<file path="config.mk">
export PLATFORM = sky130hd
export DESIGN_NAME = presence_mask_slot_resolver
export DESIGN_NICKNAME = d
export VERILOG_FILES = /design/src/sv/pmsr_pkg.sv /design/src/sv/pmsr_mask_decode.sv /design/src/sv/presence_mask_slot_resolver.sv
export SDC_FILE = /design/constraint.sdc
export NUM_CORES = 1
export LEC_CHECK = 0
export ABC_AREA = 0
export BUFFER_PORTS_ARGS = -buffer_cell sky130_fd_sc_hd__clkbuf_2
export CAP_MARGIN = 20
export CORE_MARGIN = 4
export CORE_UTILIZATION = 40
export DETAILED_ROUTE_END_ITERATION = 8
export PLACE_DENSITY = 0.69
export SETUP_SLACK_MARGIN = 0.5
export SYNTH_ARGS = -nofsm -noshare
export SYNTH_HDL_FRONTEND = slang
export SYNTH_SLANG_ARGS = --single-unit
</file>
<file path="constraint.sdc">
create_clock -name clock -period 8.4 [get_ports clock]
set_clock_uncertainty 0.15 [all_clocks]
set_input_delay 0 -clock clock [delete_from_list [all_inputs] [get_ports clock]]
set_output_delay 0 -clock clock [all_outputs]
set_load 0.005 [all_outputs]
</file>
<file path="src/sv/pmsr_pkg.sv">
// ----------------------------------------------------------------------------
// pmsr_pkg
// Shared types and constants for the presence-mask slot resolver: result
// status codes, mask byte layout and the per-byte mask decode summary.
// ----------------------------------------------------------------------------
package pmsr_pkg;

   // Mask byte layout: seven presence bits, LSB first, then a continue flag
   localparam int MASK_BITS = 7;
   localparam int CONT_BIT  = 7;

   // Field widths
   localparam int SLOT_W   = 6;
   localparam int BASE_W   = 32;
   localparam int OFFSET_W = 33;

   // Result status codes
   typedef enum logic [1:0] {
      ST_FOUND  = 2'd0,
      ST_ABSENT = 2'd1,
      ST_TRUNC  = 2'd2
   } status_type;

   // Summary of one mask byte against the wanted slot
   typedef struct packed {
      logic       decides;      // wanted slot lies in this byte
      logic       present;      // wanted slot's presence bit (valid with decides)
      logic [2:0] below_count;  // present slots in this byte below the wanted slot
   } mask_info_type;

endpackage

</file>
<file path="src/sv/pmsr_mask_decode.sv">
// ----------------------------------------------------------------------------
// pmsr_mask_decode
// Decodes one presence-mask byte against the wanted slot: whether the slot
// falls in this byte, its presence bit, and how many present slots precede it.
// ----------------------------------------------------------------------------
module pmsr_mask_decode (
   input  logic [6:0]                    mask_bits,
   input  logic [pmsr_pkg::SLOT_W-1:0]   wanted_slot,
   input  logic [pmsr_pkg::SLOT_W-1:0]   byte_slot,
   output pmsr_pkg::mask_info_type       info
);

   logic [pmsr_pkg::SLOT_W-1:0] distance;
   logic                        in_byte;
   logic [2:0]                  position;
   logic [7:0]                  padded_bits;
   logic [6:0]                  below;
   logic [2:0]                  count;

   // Locate the wanted slot relative to this byte's first slot
   assign distance    = wanted_slot - byte_slot;
   assign in_byte     = distance < pmsr_pkg::SLOT_W'(pmsr_pkg::MASK_BITS);
   assign position    = distance[2:0];
   assign padded_bits = {1'b0, mask_bits};

   // Count present slots below the wanted one
   always_comb begin
      count = 3'd0;
      for (int b = 0; b < pmsr_pkg::MASK_BITS; b++) begin
         below[b] = in_byte ? (3'(b) < position) : 1'b1;
         count    = count + 3'(mask_bits[b] & below[b]);
      end
   end

   assign info.decides     = in_byte;
   assign info.present     = padded_bits[position];
   assign info.below_count = count;

endmodule

</file>
<file path="src/sv/presence_mask_slot_resolver.sv">
// ----------------------------------------------------------------------------
// presence_mask_slot_resolver
// Locates one field of a record from its presence mask and offset table and
// returns the field's absolute offset, or reports it absent or truncated.
// ----------------------------------------------------------------------------
// Feed the record one byte per word, starting at the first mask byte with
// req_tuser (start of record) set; the wanted slot and record base are taken
// from that word. Each word is registered, then decoded and retired into the
// result register, so a word is accepted every cycle unless the result side
// stalls, and a result, when a word produces one, comes from the result
// register. Each byte takes a single mask decode step; the only stall is
// backpressure on the result side. A word carrying start of record aborts
// any query in progress. Words without an active query give no result. A
// word with req_tlast that leaves a query open answers truncated.
// ----------------------------------------------------------------------------
module presence_mask_slot_resolver #(
   parameter int MAX_FIELDS = 64
) (
   input  logic        clock,
   input  logic        reset,

   input  logic        req_tvalid,
   output logic        req_tready,
   input  logic [47:0] req_tdata,   // data_byte[7:0], wanted_slot[13:8],
                                    // record_base[45:14], zero[47:46]
   input  logic        req_tuser,   // start_of_record
   input  logic        req_tlast,   // buffer_end

   output logic        rsp_tvalid,
   input  logic        rsp_tready,
   output logic [39:0] rsp_tdata,   // field_offset[32:0], zero[39:33]
   output logic [1:0]  rsp_tuser    // status
);

   localparam int SW = pmsr_pkg::SLOT_W;
   localparam int BW = pmsr_pkg::BASE_W;
   localparam int OW = pmsr_pkg::OFFSET_W;

   typedef enum logic [2:0] {
      PH_IDLE     = 3'd0,
      PH_MASK     = 3'd1,
      PH_SKIPMASK = 3'd2,
      PH_TABLE    = 3'd3,
      PH_HIGH     = 3'd4
   } phase_type;

   // Input register
   logic          in_valid_ff, in_valid_in;
   logic [7:0]    in_byte_ff;
   logic          in_start_ff;
   logic [SW-1:0] in_slot_ff;
   logic [BW-1:0] in_base_ff;
   logic          in_last_ff;

   // Query state
   phase_type     phase_ff, phase_in;
   logic [SW-1:0] byte_slot_ff, byte_slot_in;
   logic [SW-1:0] present_below_ff, present_below_in;
   logic [6:0]    skip_ff, skip_in;
   logic [7:0]    low_byte_ff, low_byte_in;
   logic [SW-1:0] held_slot_ff, held_slot_in;
   logic [BW-1:0] held_base_ff, held_base_in;

   // Result register
   logic                 rsp_valid_ff, rsp_valid_in;
   pmsr_pkg::status_type rsp_status_ff, rsp_status_in;
   logic [OW-1:0]        rsp_offset_ff, rsp_offset_in;

   // Working values
   phase_type               cur_phase;
   logic [SW-1:0]           cur_byte_slot;
   logic [SW-1:0]           cur_present_below;
   logic [6:0]              cur_skip;
   logic [7:0]              cur_low_byte;
   logic [SW-1:0]           cur_slot;
   logic [BW-1:0]           cur_base;
   logic [SW-1:0]           below_sum;
   logic                    item_fire;
   logic                    answer;
   logic                    query_open;
   pmsr_pkg::status_type    answer_status;
   logic [OW-1:0]           answer_offset;
   pmsr_pkg::mask_info_type mask_info;

   // Advance the item stage only when the result register can take its answer
   assign item_fire  = in_valid_ff && (!rsp_valid_ff || rsp_tready);
   assign req_tready = !in_valid_ff || item_fire;

   // Start of record reloads the query from the item itself
   always_comb begin
      if (in_start_ff) begin
         cur_phase         = PH_MASK;
         cur_byte_slot     = '0;
         cur_present_below = '0;
         cur_skip          = '0;
         cur_low_byte      = '0;
         cur_slot          = in_slot_ff;
         cur_base          = in_base_ff;
      end else begin
         cur_phase         = phase_ff;
         cur_byte_slot     = byte_slot_ff;
         cur_present_below = present_below_ff;
         cur_skip          = skip_ff;
         cur_low_byte      = low_byte_ff;
         cur_slot          = held_slot_ff;
         cur_base          = held_base_ff;
      end
   end

   pmsr_mask_decode u_mask_decode (
      .mask_bits   (in_byte_ff[6:0]),
      .wanted_slot (cur_slot),
      .byte_slot   (cur_byte_slot),
      .info        (mask_info)
   );

   assign below_sum = cur_present_below + SW'(mask_info.below_count);

   // Step the query by one byte
   always_comb begin
      phase_in         = cur_phase;
      byte_slot_in     = cur_byte_slot;
      present_below_in = cur_present_below;
      skip_in          = cur_skip;
      low_byte_in      = cur_low_byte;
      held_slot_in     = cur_slot;
      held_base_in     = cur_base;
      answer           = 1'b0;
      query_open       = 1'b0;
      answer_status    = pmsr_pkg::ST_FOUND;
      answer_offset    = '0;

      if (in_start_ff && ({1'b0, in_slot_ff} >= (SW + 1)'(MAX_FIELDS))) begin
         answer        = 1'b1;
         answer_status = pmsr_pkg::ST_ABSENT;
      end else begin
         unique case (cur_phase)
            PH_IDLE: begin
            end
            PH_MASK: begin
               query_open = 1'b1;
               if (mask_info.decides && !mask_info.present) begin
                  answer        = 1'b1;
                  answer_status = pmsr_pkg::ST_ABSENT;
               end else if (mask_info.decides) begin
                  present_below_in = below_sum;
                  skip_in          = {below_sum, 1'b0};
                  phase_in = in_byte_ff[pmsr_pkg::CONT_BIT] ? PH_SKIPMASK : PH_TABLE;
               end else if (!in_byte_ff[pmsr_pkg::CONT_BIT]) begin
                  answer        = 1'b1;
                  answer_status = pmsr_pkg::ST_ABSENT;
               end else begin
                  present_below_in = below_sum;
                  byte_slot_in     = cur_byte_slot + SW'(pmsr_pkg::MASK_BITS);
               end
            end
            PH_SKIPMASK: begin
               query_open = 1'b1;
               if (!in_byte_ff[pmsr_pkg::CONT_BIT]) begin
                  phase_in = PH_TABLE;
               end
            end
            PH_TABLE: begin
               query_open = 1'b1;
               if (cur_skip != 7'd0) begin
                  skip_in = cur_skip - 7'd1;
               end else begin
                  low_byte_in = in_byte_ff;
                  phase_in    = PH_HIGH;
               end
            end
            PH_HIGH: begin
               answer        = 1'b1;
               answer_status = pmsr_pkg::ST_FOUND;
               answer_offset = OW'(cur_base) + OW'({in_byte_ff, cur_low_byte});
            end
            default: begin
               phase_in = PH_IDLE;
            end
         endcase
      end

      // Close an open query at the end of the buffer
      if (!answer && query_open && in_last_ff) begin
         answer        = 1'b1;
         answer_status = pmsr_pkg::ST_TRUNC;
      end
      if (answer) begin
         phase_in = PH_IDLE;
      end
   end

   // Load or drain the input register and the result register
   always_comb begin
      in_valid_in   = in_valid_ff;
      rsp_valid_in  = rsp_valid_ff;
      rsp_status_in = rsp_status_ff;
      rsp_offset_in = rsp_offset_ff;
      if (req_tvalid && req_tready) begin
         in_valid_in = 1'b1;
      end else if (item_fire) begin
         in_valid_in = 1'b0;
      end
      if (item_fire) begin
         rsp_valid_in  = answer;
         rsp_status_in = answer_status;
         rsp_offset_in = answer_offset;
      end else if (rsp_tready) begin
         rsp_valid_in = 1'b0;
      end
   end

   // Control registers
   always_ff @(posedge clock) begin
      if (reset) begin
         in_valid_ff      <= 1'b0;
         rsp_valid_ff     <= 1'b0;
         phase_ff         <= PH_IDLE;
         byte_slot_ff     <= '0;
         present_below_ff <= '0;
         skip_ff          <= '0;
         low_byte_ff      <= '0;
         held_slot_ff     <= '0;
         held_base_ff     <= '0;
      end else begin
         in_valid_ff  <= in_valid_in;
         rsp_valid_ff <= rsp_valid_in;
         if (item_fire) begin
            phase_ff         <= phase_in;
            byte_slot_ff     <= byte_slot_in;
            present_below_ff <= present_below_in;
            skip_ff          <= skip_in;
            low_byte_ff      <= low_byte_in;
            held_slot_ff     <= held_slot_in;
            held_base_ff     <= held_base_in;
         end
      end
   end

   // Payload registers
   always_ff @(posedge clock) begin
      if (req_tvalid && req_tready) begin
         in_byte_ff  <= req_tdata[7:0];
         in_slot_ff  <= req_tdata[13:8];
         in_base_ff  <= req_tdata[45:14];
         in_start_ff <= req_tuser;
         in_last_ff  <= req_tlast;
      end
      rsp_status_ff <= rsp_status_in;
      rsp_offset_ff <= rsp_offset_in;
   end

   assign rsp_tvalid = rsp_valid_ff;
   assign rsp_tdata  = {7'd0, rsp_offset_ff};
   assign rsp_tuser  = rsp_status_ff;

   // Offset is zero on every answer other than found
   a_offset_zero: assert property (@(posedge clock) disable iff (reset)
      rsp_valid_ff && (rsp_status_ff != pmsr_pkg::ST_FOUND) |-> rsp_offset_ff == '0)
      else $error("nonzero offset on a not-found answer");

   // The high offset byte always yields a found answer
   a_high_found: assert property (@(posedge clock) disable iff (reset)
      item_fire && !in_start_ff && (phase_ff == PH_HIGH)
      |=> rsp_valid_ff && (rsp_status_ff == pmsr_pkg::ST_FOUND))
      else $error("high offset byte did not produce a found answer");

   // Any answer closes the query
   a_answer_idle: assert property (@(posedge clock) disable iff (reset)
      item_fire && answer |=> phase_ff == PH_IDLE)
      else $error("query still open after an answer");

endmodule

</file>
==> flow_summary.json, run 1 <==
{
  "path_clk_slew_ns": 0.07,
  "layout-drive-gt1-share_pct": 17.7,
  "critPathArrivalTime_ns": 7.02,
  "p_per_area_nw_per_um2": 193,
  "seq_area_frac_synth_pct": 47.5,
  "place_congestion": 0.880,
  "p_sw_share_pct": 27.9,
  "cts_tree": "yes",
  "grt_setup_unrepaired": "no",
  "syn_inst": 843,
  "switchingPower_uw": 537,
  "grt_max_degree": 73,
  "setup_viol": 0,
  "die_h_um": 151,
  "dieWidth_um": 151,
  "p_int_uw": 1390,
  "pin_count": 98,
  "diodes": 0,
  "insertion_delay_ns": 0.44,
  "syn_area_per_cell_sq_um": 9.72,
  "final_common_cell": "nand2_1",
  "ys_ff_latch": 153,
  "async_flop_share_pct": 0,
  "post_synth_num_cell_types": 75,
  "hold-worst-slack_ns": 0.0401,
  "avgViaCountPerCell": 5.37,
  "slew_viol_final": 0,
  "min_period_ns": 6.80,
  "status": "complete, no violations",
  "p_leak_uw": 0.00373,
  "layout.nets": 1062,
  "clockBufferDepth": 2,
  "grt_overflow": 0,
  "cts_inserted_buffers": 17,
  "hold_viol": 0,
  "routed_wl_um": 20300,
  "critPathMaxFanout": 12,
  "fmax_mhz": 147,
  "start_util_pct": 40.6,
  "drtAntennaViolNets": 0,
  "layout_common_cells": "nand2_1, clkbuf_2, edfxtp_1, a21oi_1, dfxtp_1",
  "port-buffer-count": 88,
  "dr_total_vias": 6752,
  "drc": 0,
  "areaGrowthSynthToFinish_pct": 21.7,
  "root_buffer": "clkbuf_16",
  "antenna_found_initial": 0,
  "comb_power_share_pct": 15.7,
  "slew_headroom_pct": 26.7,
  "wire_per_inst_um": 16.2,
  "htreeDepth": 4,
  "seq_power_share_pct": 43.8,
  "drt-pass1-iter-count": 5,
  "track_usage_pct": 18.0,
  "worst-setup-path-type": "reg -> reg",
  "min_period_over_period_pct": 81.0,
  "fin_tns_setup_ns": 0,
  "place_hpwl_um": 13400,
  "drt-initial-drc-count": 510,
  "tightest_slew_ns": 1.10,
  "rows": 52,
  "synth_flop_cell": "edfxtp_1",
  "synth_edf_count": 83,
  "p_total_uw": 1930,
  "peakVddDrop_mv": 0.126,
  "first_global_vias": 6256,
  "cp-start-kind": "flop",
  "ys_warn_count": 0,
  "grt_pass1_wl_um": 32200,
  "clkPwrFrac_pct": 40.5,
  "cp.required_ns": 8.62,
  "end_kind": "flop",
  "worstHoldPathType": "in -> reg",
  "dieArea_sq_um": 22800,
  "core_area_sq_um": 20200,
  "maxCapViolCount": 0,
  "mappedNetlistArea_sq_um": 8190,
  "clock_sinks": 153
}
routing by layer:
layer | vias to the layer above | routed length (um) | track usage, %
li1 | 3356 | - | -
met3 | 23 | 1380 | 3.35
met2 | 244 | 9340 | 28.4
met4 | 0 | 251 | 4.94
met1 | 3129 | 9360 | 25.4
met5 | - | 0 | 0
repair_timing:
action                                 in CTS  in global routing
buffers inserted                            0                  0
hold buffers                               51                  0
gates resized for setup                     0                  0
endpoints found under the hold margin      50                  0
critical path, stage by stage, from the launching register on:
cell and delay (ns):
edfxtp_1 0.76, inv_1 0.24, nand2_1 0.20, inv_1 0.07
ha_1 0.21, fa_1 0.43, or2b_1 0.24, a21oi_1 0.15
xnor2_1 0.28, nand3_1 0.20, o21a_1 0.24, fa_1 0.53
inv_1 0.05, fa_1 0.50, fa_1 0.44, fa_1 0.48
inv_1 0.07, ha_1 0.30, a21o_1 0.15, a21oi_1 0.30
o21ai_0 0.15, a21oi_1 0.31, nand4_1 0.14, a31oi_1 0.15
layout make-up:
cell class                      count  area (sq um)
Multi-Input combinational cell    632          4040
Sequential cell                   153          3890
Clock buffer                       17           425
Fill cell                        1851         10200
Timing Repair Buffer              150          1030
Inverter                           20          75.1
Tap cell                          270           338
Clock inverter                     15           168
registers in the layout, indices dropped and copies added, names as in the netlist, 2 cells and up:
name,flops
low_byte_ff,8
held_base_ff,32
present_below_ff,6
held_slot_ff,6
phase_ff,3
skip_ff,7
in_slot_ff,6
in_base_ff,32
rsp_tuser,2
rsp_offset_ff,33
in_byte_ff,8
byte_slot_ff,6
power by group through the flow:
| stage | clock [uW] | combinational (uW) | sequential (uW) |
|---|---|---|---|
| 2_1_floorplan | 0 | 211 | 852 |
| 3_3_place_gp | 0 | 277 | 859 |
| 3_5_place_dp | 0 | 280 | 859 |
| 4_1_cts | 793 | 303 | 843 |
| 5_1_grt | 826 | 339 | 847 |
| 6_report | 779 | 303 | 844 |
cell families (layout without fill, tap and decap cells):
kind of cell	after synthesis	count (layout)	share of synthesized area (%)
AO/OA/AOI/OAI	235	235	19.3
flip-flops	153	153	47.5
other	1	7	0.0458
buffers and inverters	64	202	3.45
AND/OR/NAND/NOR	305	305	17.5
adder cells (fa/ha/maj)	34	34	5.83
XOR/XNOR	16	16	1.80
multiplexers	35	35	4.60
stage by stage:
step,util [%],cell area [sq um],worst slack [ns],std cells
after floorplan,-,8220,1.61,849
after global placement,43.9,8860,1.73,1173
after detailed placement,43.9,8860,1.63,1173
after CTS,49.4,9970,1.61,1256
after global routing,49.4,9970,1.21,1257
final,49.4,9970,1.60,1257
cell usage after synthesis, types with 6 or more instances:
cell type | number | share of area (%)
o21ai_0 | 31 | 1.9
edfxtp_1 | 83 | 30
xnor2_1 | 9 | 0.96
or4_1 | 6 | 0.55
nor2b_1 | 20 | 1.5
inv_1 | 20 | 0.92
a211oi_1 | 14 | 1.3
nand3_1 | 13 | 0.79
o211ai_1 | 6 | 0.55
mux2i_1 | 14 | 1.7
o21a_1 | 16 | 1.5
clkbuf_1 | 26 | 1.2
or3_1 | 6 | 0.46
a31oi_1 | 14 | 1.1
o31ai_1 | 6 | 0.55
nand2b_1 | 8 | 0.61
nand2_1 | 120 | 5.5
a21o_1 | 10 | 0.92
xor2_1 | 6 | 0.64
buf_4 | 8 | 0.73
a21oi_1 | 79 | 4.8
dfxtp_1 | 70 | 17
ha_1 | 27 | 4.1
fa_1 | 7 | 1.7
mux2_2 | 21 | 2.9
a22oi_1 | 11 | 1.0
nand4_1 | 10 | 0.76
nor3_1 | 28 | 1.7
nor2_1 | 65 | 3.0
path summary, 6_finish.rpt:
path | startpoint | endpoint | slack, ns | depth (start not counted)
worst max-delay path | in_start_ff | present_below_ff[5] | 1.60 | 23
worst min-delay path | reset | low_byte_ff[4] | 0.04 | 3
worst max register to register | in_start_ff | present_below_ff[5] | 1.60 | 23
worst min register to register | held_base_ff[30] | held_base_ff[30] | 0.30 | 2
Power figures use the tool's default switching activity.
==> run 2, diff against run 1 <==
- ABC_AREA: 0 -> 1
- clock period: 8.4 -> 6.35 ns (I/O delays scaled with it)
==> run 2 against run 1 <==
  * Register-to-register slack lost 0.85 ns
  * Utilization up 0.67 points
  * Final area up 5.6%
  * Count of clock-buffer cells in the layout did not move
  * Combinational power rose by 63%
  * Sequential share of layout area fell by 2.1 points
  * Die area is 3.9% higher
  * Hold slack better by 0.087 ns
  * Setup slack got worse by 0.85 ns
  * First-iteration DRC count decreased by 22%
  * Sequential cell count unchanged
  * Synthesized cell count grew 23%
  * Highest routed layer unchanged
==> flow_summary.json, run 2 <==
{
  "status": "complete, no violations",
  "grt_setup_unrepaired": "yes",
  "worst-setup-path-type": "reg -> reg",
  "mappedNetlistArea_sq_um": 8530,
  "layout-drive-gt1-share_pct": 18.6,
  "slew_headroom_pct": 35.8,
  "syn_inst": 1036,
  "core_area_sq_um": 21000,
  "critPathMostFrequentCell": "inv_1",
  "diodes": 0,
  "min_from": "req_tdata[8]",
  "syn_area_per_cell_sq_um": 8.23,
  "async_flop_share_pct": 0,
  "layout_common_cells": "nand2_1, inv_1, a21oi_1, o21ai_0, clkbuf_2",
  "drtAntennaViolNets": 0,
  "path_clk_slew_ns": 0.07,
  "min_period_ns": 5.60,
  "drt-pass1-iter-count": 4,
  "routed_wl_um": 20400,
  "critPathMaxFanout": 6,
  "layout.nets": 1266,
  "p_total_uw": 2730,
  "slew_viol_final": 0,
  "final_common_cell": "nand2_1",
  "antenna_found_initial": 0,
  "netlist_top_cells_area": "edfxtp_1, dfxtp_1, nand2_1",
  "r2r_start": "in_start_ff",
  "critPathArrivalTime_ns": 5.75,
  "grt_overflow": 0,
  "seq_area_frac_synth_pct": 45.7,
  "largest_reg_flops": 33,
  "post_synth_num_cell_types": 51,
  "peakVddDrop_mv": 0.194,
  "fin_tns_setup_ns": 0,
  "drc": 0,
  "regMostFlops": "rsp_offset_ff",
  "areaGrowthSynthToFinish_pct": 23.5,
  "cts_tree": "yes",
  "critPathBufInv": 7,
  "min_to": "in_slot_ff[0]",
  "ys_warn_count": 0,
  "ys_ff_latch": 153,
  "maxCapViolCount": 0,
  "fmax_mhz": 179,
  "r2r-end": "present_below_ff[4]",
  "dr_total_vias": 7285,
  "top_regs": "rsp_offset_ff: 33 flops, held_base_ff: 32 flops, in_base_ff: 32 flops",
  "yosysMostFrequentCell": "nand2_1",
  "drt-initial-drc-count": 400,
  "end_kind": "flop",
  "rrSetupSlack_ns": 0.75,
  "place_hpwl_um": 13700,
  "pin_count": 98,
  "max_stage_delay_ns": 0.61,
  "worstRegToRegCells": 27,
  "p_leak_uw": 0.00456,
  "cp.required_ns": 6.50,
  "synth_flop_cell": "edfxtp_1",
  "setup_viol": 0,
  "htreeDepth": 4,
  "synth_top_area_share_pct": 29.2,
  "rows": 53,
  "hold_viol": 0,
  "place_congestion": 0.859,
  "clock_sinks": 153,
  "wire_per_inst_um": 13.9,
  "cp-start-kind": "flop",
  "clockBufferDepth": 2,
  "tightest_slew_ns": 0.959,
  "dieArea_sq_um": 23700,
  "first_global_vias": 7015,
  "crit_family": "adder cells",
  "grt_max_degree": 81,
  "grt_pass1_wl_um": 33800,
  "hold-worst-slack_ns": 0.128,
  "yosysTopAreaCell": "edfxtp_1",
  "track_usage_pct": 17.4,
  "cts_inserted_buffers": 17,
  "dieWidth_um": 154,
  "min_period_over_period_pct": 88.2,
  "port-buffer-count": 88,
  "synth_edf_count": 83,
  "root_buffer": "clkbuf_16",
  "avgViaCountPerCell": 4.97,
  "die_h_um": 154,
  "n_fill_cell": 1975,
  "start_util_pct": 40.6,
  "hold_depth": 2,
  "insertion_delay_ns": 0.43,
  "worstHoldPathType": "in -> reg",
  "p_per_area_nw_per_um2": 259,
  "cpMaxStageDelayCell": "fa_2",
  "synth_common_cells": "nand2_1, inv_1, a21oi_1"
}
[run 2: cell types whose count changed in the layout (fill, tap and decap cells not counted), sizes merged, moves of 9 or more]
cell	before	now
a21o	11	0
a211oi	14	5
nand2	121	184
mux2i	14	1
o21ai	36	133
mux2	21	0
o21a	16	5
nand3	13	44
a22oi	11	0
nor2	65	93
nor3	29	13
inv	26	154
a21oi	80	115
nor2b	20	0
[run 2: worst max path at each step]
stage	startpoint	cells after the start	end	slack, ns
detailed placement	in_start_ff	26	present_below_ff[4]	0.24
global route	in_start_ff	27	present_below_ff[4]	0.46
CTS	in_start_ff	27	present_below_ff[4]	0.54
floorplan	in_start_ff	30	present_below_ff[4]	0.50
global placement	in_start_ff	26	present_below_ff[4]	0.34
finish	in_start_ff	27	present_below_ff[4]	0.75
[run 2: repair_timing]
action                     CTS  global route
gates resized for setup      0            15
hold endpoints to repair    64             0
buffers inserted             2             9
setup endpoints to repair    7             9
pin swaps                    0            18
hold buffers                54             0
[run 2: cell type report]
type | count | area (sq um) | share of cell area [%]
clock buffer | 17 | 425 | 4.04
clock inverter | 15 | 224 | 2.13
inverter | 153 | 582 | 5.52
multi-input combinational | 692 | 3920 | 37.2
sequential | 153 | 3890 | 37.0
tap | 275 | 344 | 3.27
timing repair buffer | 161 | 1150 | 10.9
[run 2: through the flow]
stage	util [%]	instances	area [sq um]	setup WS (ns)
finish	50.1	1466	10500	0.751
global route	50.1	1466	10500	0.459
CTS	49.4	1456	10400	0.542
detailed placement	43.6	1368	9160	0.240
global placement	43.6	1368	9160	0.336
floorplan	-	1042	8570	0.504
[run 2: worst register-to-register path, stage by stage (launching register included)]
cell	delay (ns)
edfxtp_1	0.38
buf_6	0.16
mux2i_2	0.17
ha_2	0.21
fa_2	0.61
inv_2	0.06
nand4_1	0.08
nand3_2	0.11
nor2_4	0.13
nand2_4	0.07
nor2_4	0.08
inv_1	0.06
o21ai_1	0.12
inv_1	0.06
fa_1	0.48
inv_1	0.05
fa_1	0.51
fa_2	0.40
fa_1	0.50
inv_2	0.06
fa_2	0.34
nand2_1	0.07
inv_1	0.05
o21ai_2	0.15
xnor2_2	0.13
nand4_1	0.09
nand3_1	0.12
a21oi_1	0.07
[run 2: kinds of logic after synthesis]
kind of cell | Yosys count | synth area share [%]
AOI/OAI and AO/OA | 284 | 18.0
adders and majority gates | 34 | 5.60
and+or+nand+nor | 359 | 20.1
DFF | 153 | 45.7
muxes | 1 | 0.117
xor gates and xnor gates | 7 | 0.719
buffers and inverters | 197 | 9.76
other | 1 | 0.0440
[run 2: routing by layer]
metal | vias up | global-route usage, % | routed length [um]
met4 | 0 | 5.00 | 324
met5 | - | 0 | 0
met2 | 175 | 29.3 | 9900
li1 | 3738 | - | -
met1 | 3346 | 22.9 | 9180
met3 | 26 | 3.29 | 1030
[run 2: power breakdown]
group / switching (uW) / internal, uW
Clock: 410 / 699
Combinational: 308 / 187
Sequential: 24.2 / 1100
Total: 743 / 1990
==> run 3, diff against run 2 <==
- ABC_AREA: 1 -> 0
==> run 3 against run 2 <==
  * Combinational power down 9.7%
  * Largest cell class unchanged
  * Utilization up 0.29 points
  * Final area down 3.5%
  * First-iteration DRC count up 24%
  * Fmax down 2.1%
  * Final cell count down 13%
  * Via count down 5.2%
  * Die area down 3.7%
==> flow_summary.json, run 3 (synthesized netlist as in run 1, its figures left out) <==
{
  "path_clk_slew_ns": 0.07,
  "place_congestion": 0.871,
  "maxCapViolCount": 0,
  "dr_total_vias": 6903,
  "utilization_pct": 50.4,
  "tightest_slew_ns": 1.03,
  "slew_headroom_pct": 31.4,
  "peakVddDrop_mv": 0.180,
  "p_leak_uw": 0.00379,
  "drt-initial-drc-count": 497,
  "setup_viol": 0,
  "drc": 0,
  "wire_per_inst_um": 16.1,
  "drtAntennaViolNets": 0,
  "worstRegToRegCells": 23,
  "fin_tns_setup_ns": 0,
  "grt_pass1_wl_um": 32900,
  "largest_reg_flops": 33,
  "worstHoldPathType": "in -> reg",
  "layout_common_cells": "nand2_1, clkbuf_2, edfxtp_1, a21oi_1, dfxtp_1",
  "grt_overflow": 0,
  "first_global_vias": 6428,
  "pin_count": 98,
  "regMostFlops": "rsp_offset_ff",
  "routed_wl_um": 20500,
  "rows": 52,
  "end_kind": "flop",
  "core_area_sq_um": 20200,
  "slew_viol_final": 0,
  "layout.nets": 1074,
  "port-buffer-count": 88,
  "hold_depth": 3,
  "fmax_mhz": 175,
  "cp.required_ns": 6.56,
  "areaGrowthSynthToFinish_pct": 24.1,
  "insertion_delay_ns": 0.43,
  "status": "complete, no violations",
  "cp-start-kind": "flop",
  "clockBufferDepth": 2,
  "top_regs": "rsp_offset_ff: 33 flops, held_base_ff: 32 flops, in_base_ff: 32 flops",
  "layout-drive-gt1-share_pct": 20.7,
  "dieArea_sq_um": 22800,
  "root_buffer": "clkbuf_16",
  "track_usage_pct": 18.3,
  "min_period_over_period_pct": 90.1,
  "critPathArrivalTime_ns": 5.93,
  "dieWidth_um": 151,
  "start_util_pct": 40.6,
  "antenna_found_initial": 1,
  "drt-pass1-iter-count": 4,
  "grt_setup_unrepaired": "yes",
  "grt_max_degree": 73,
  "hold_viol": 0,
  "cts_tree": "yes",
  "p_per_area_nw_per_um2": 249,
  "clock_sinks": 153,
  "avgViaCountPerCell": 5.44,
  "p_total_uw": 2530,
  "critPathMaxFanout": 5,
  "worst-setup-path-type": "reg -> reg",
  "min_period_ns": 5.72,
  "place_hpwl_um": 13600,
  "die_h_um": 151,
  "final_common_cell": "nand2_1",
  "cts_inserted_buffers": 17,
  "htreeDepth": 4
}
run 3: what timing repair did:
action,in CTS,in global routing
pin swaps,8,14
endpoints found under the hold margin,50,0
gates resized for setup,2,12
setup buffers,5,8
cloned,0,0
endpoints found under the setup margin,6,6
hold buffers,51,0
run 3: layer usage:
| metal | wire length, um | vias to the layer above | track usage, % |
|---|---|---|---|
| met5 | 13 | - | 0 |
| met4 | 545 | 2 | 7.07 |
| met3 | 1160 | 45 | 3.71 |
| met2 | 9440 | 228 | 28.6 |
| met1 | 9320 | 3246 | 25.0 |
| li1 | - | 3382 | - |
run 3: final cells by class:
class	instances	area (sq um)
clock buffer	18	450
fill	1842	10000
inverter	20	75.1
antenna	1	2.50
timing repair buffer	162	1130
clock inverter	14	111
multi-input combinational	632	4160
sequential	153	3890
tap	270	338
run 3: worst paths after layout:
check / from / endpoint / slack [ns]
worst max-delay path: in_start_ff / skip_ff[6] / 0.63
worst max register to register: in_start_ff / skip_ff[6] / 0.63
worst min-delay path: reset / low_byte_ff[2] / 0.05
worst min register to register: held_base_ff[7] / held_base_ff[7] / 0.30
run 3: stage by stage:
stage / instances / cell area (sq um) / hold WS [ns] / worst slack, ns
2_1_floorplan: 849 / 8310 / -0.0511 / 0.179
3_3_place_gp: 1172 / 8910 / 0.0273 / 0.308
3_5_place_dp: 1172 / 8910 / 0.0286 / 0.157
4_1_cts: 1260 / 10000 / 0.0330 / 0.521
5_1_grt: 1269 / 10200 / 0.0818 / 0.381
6_report: 1270 / 10200 / 0.0484 / 0.631
run 3: worst max-delay path, cell delays in order (launching register included):
cell and delay (ns):
edfxtp_1 0.43, buf_6 0.17, mux2i_4 0.19, buf_4 0.14, fa_2 0.43, or2b_1 0.25
a21oi_2 0.16, xnor2_2 0.16, nand4_1 0.17, o21a_1 0.23, fa_1 0.48, inv_1 0.05
fa_1 0.46, fa_2 0.37, fa_1 0.50, inv_2 0.06, ha_4 0.25, a21o_1 0.11
a21oi_2 0.06, or3_1 0.33, a21oi_2 0.16, buf_4 0.14, o41ai_4 0.05, a31oi_1 0.14
run 3: power by group:
group          internal (uW)  total [uW]  leakage [uW]  switching, uW
sequential              1090        1120       0.00137           27.2
combinational            187         447       0.00214            260
clock                    532         971      0.000275            440
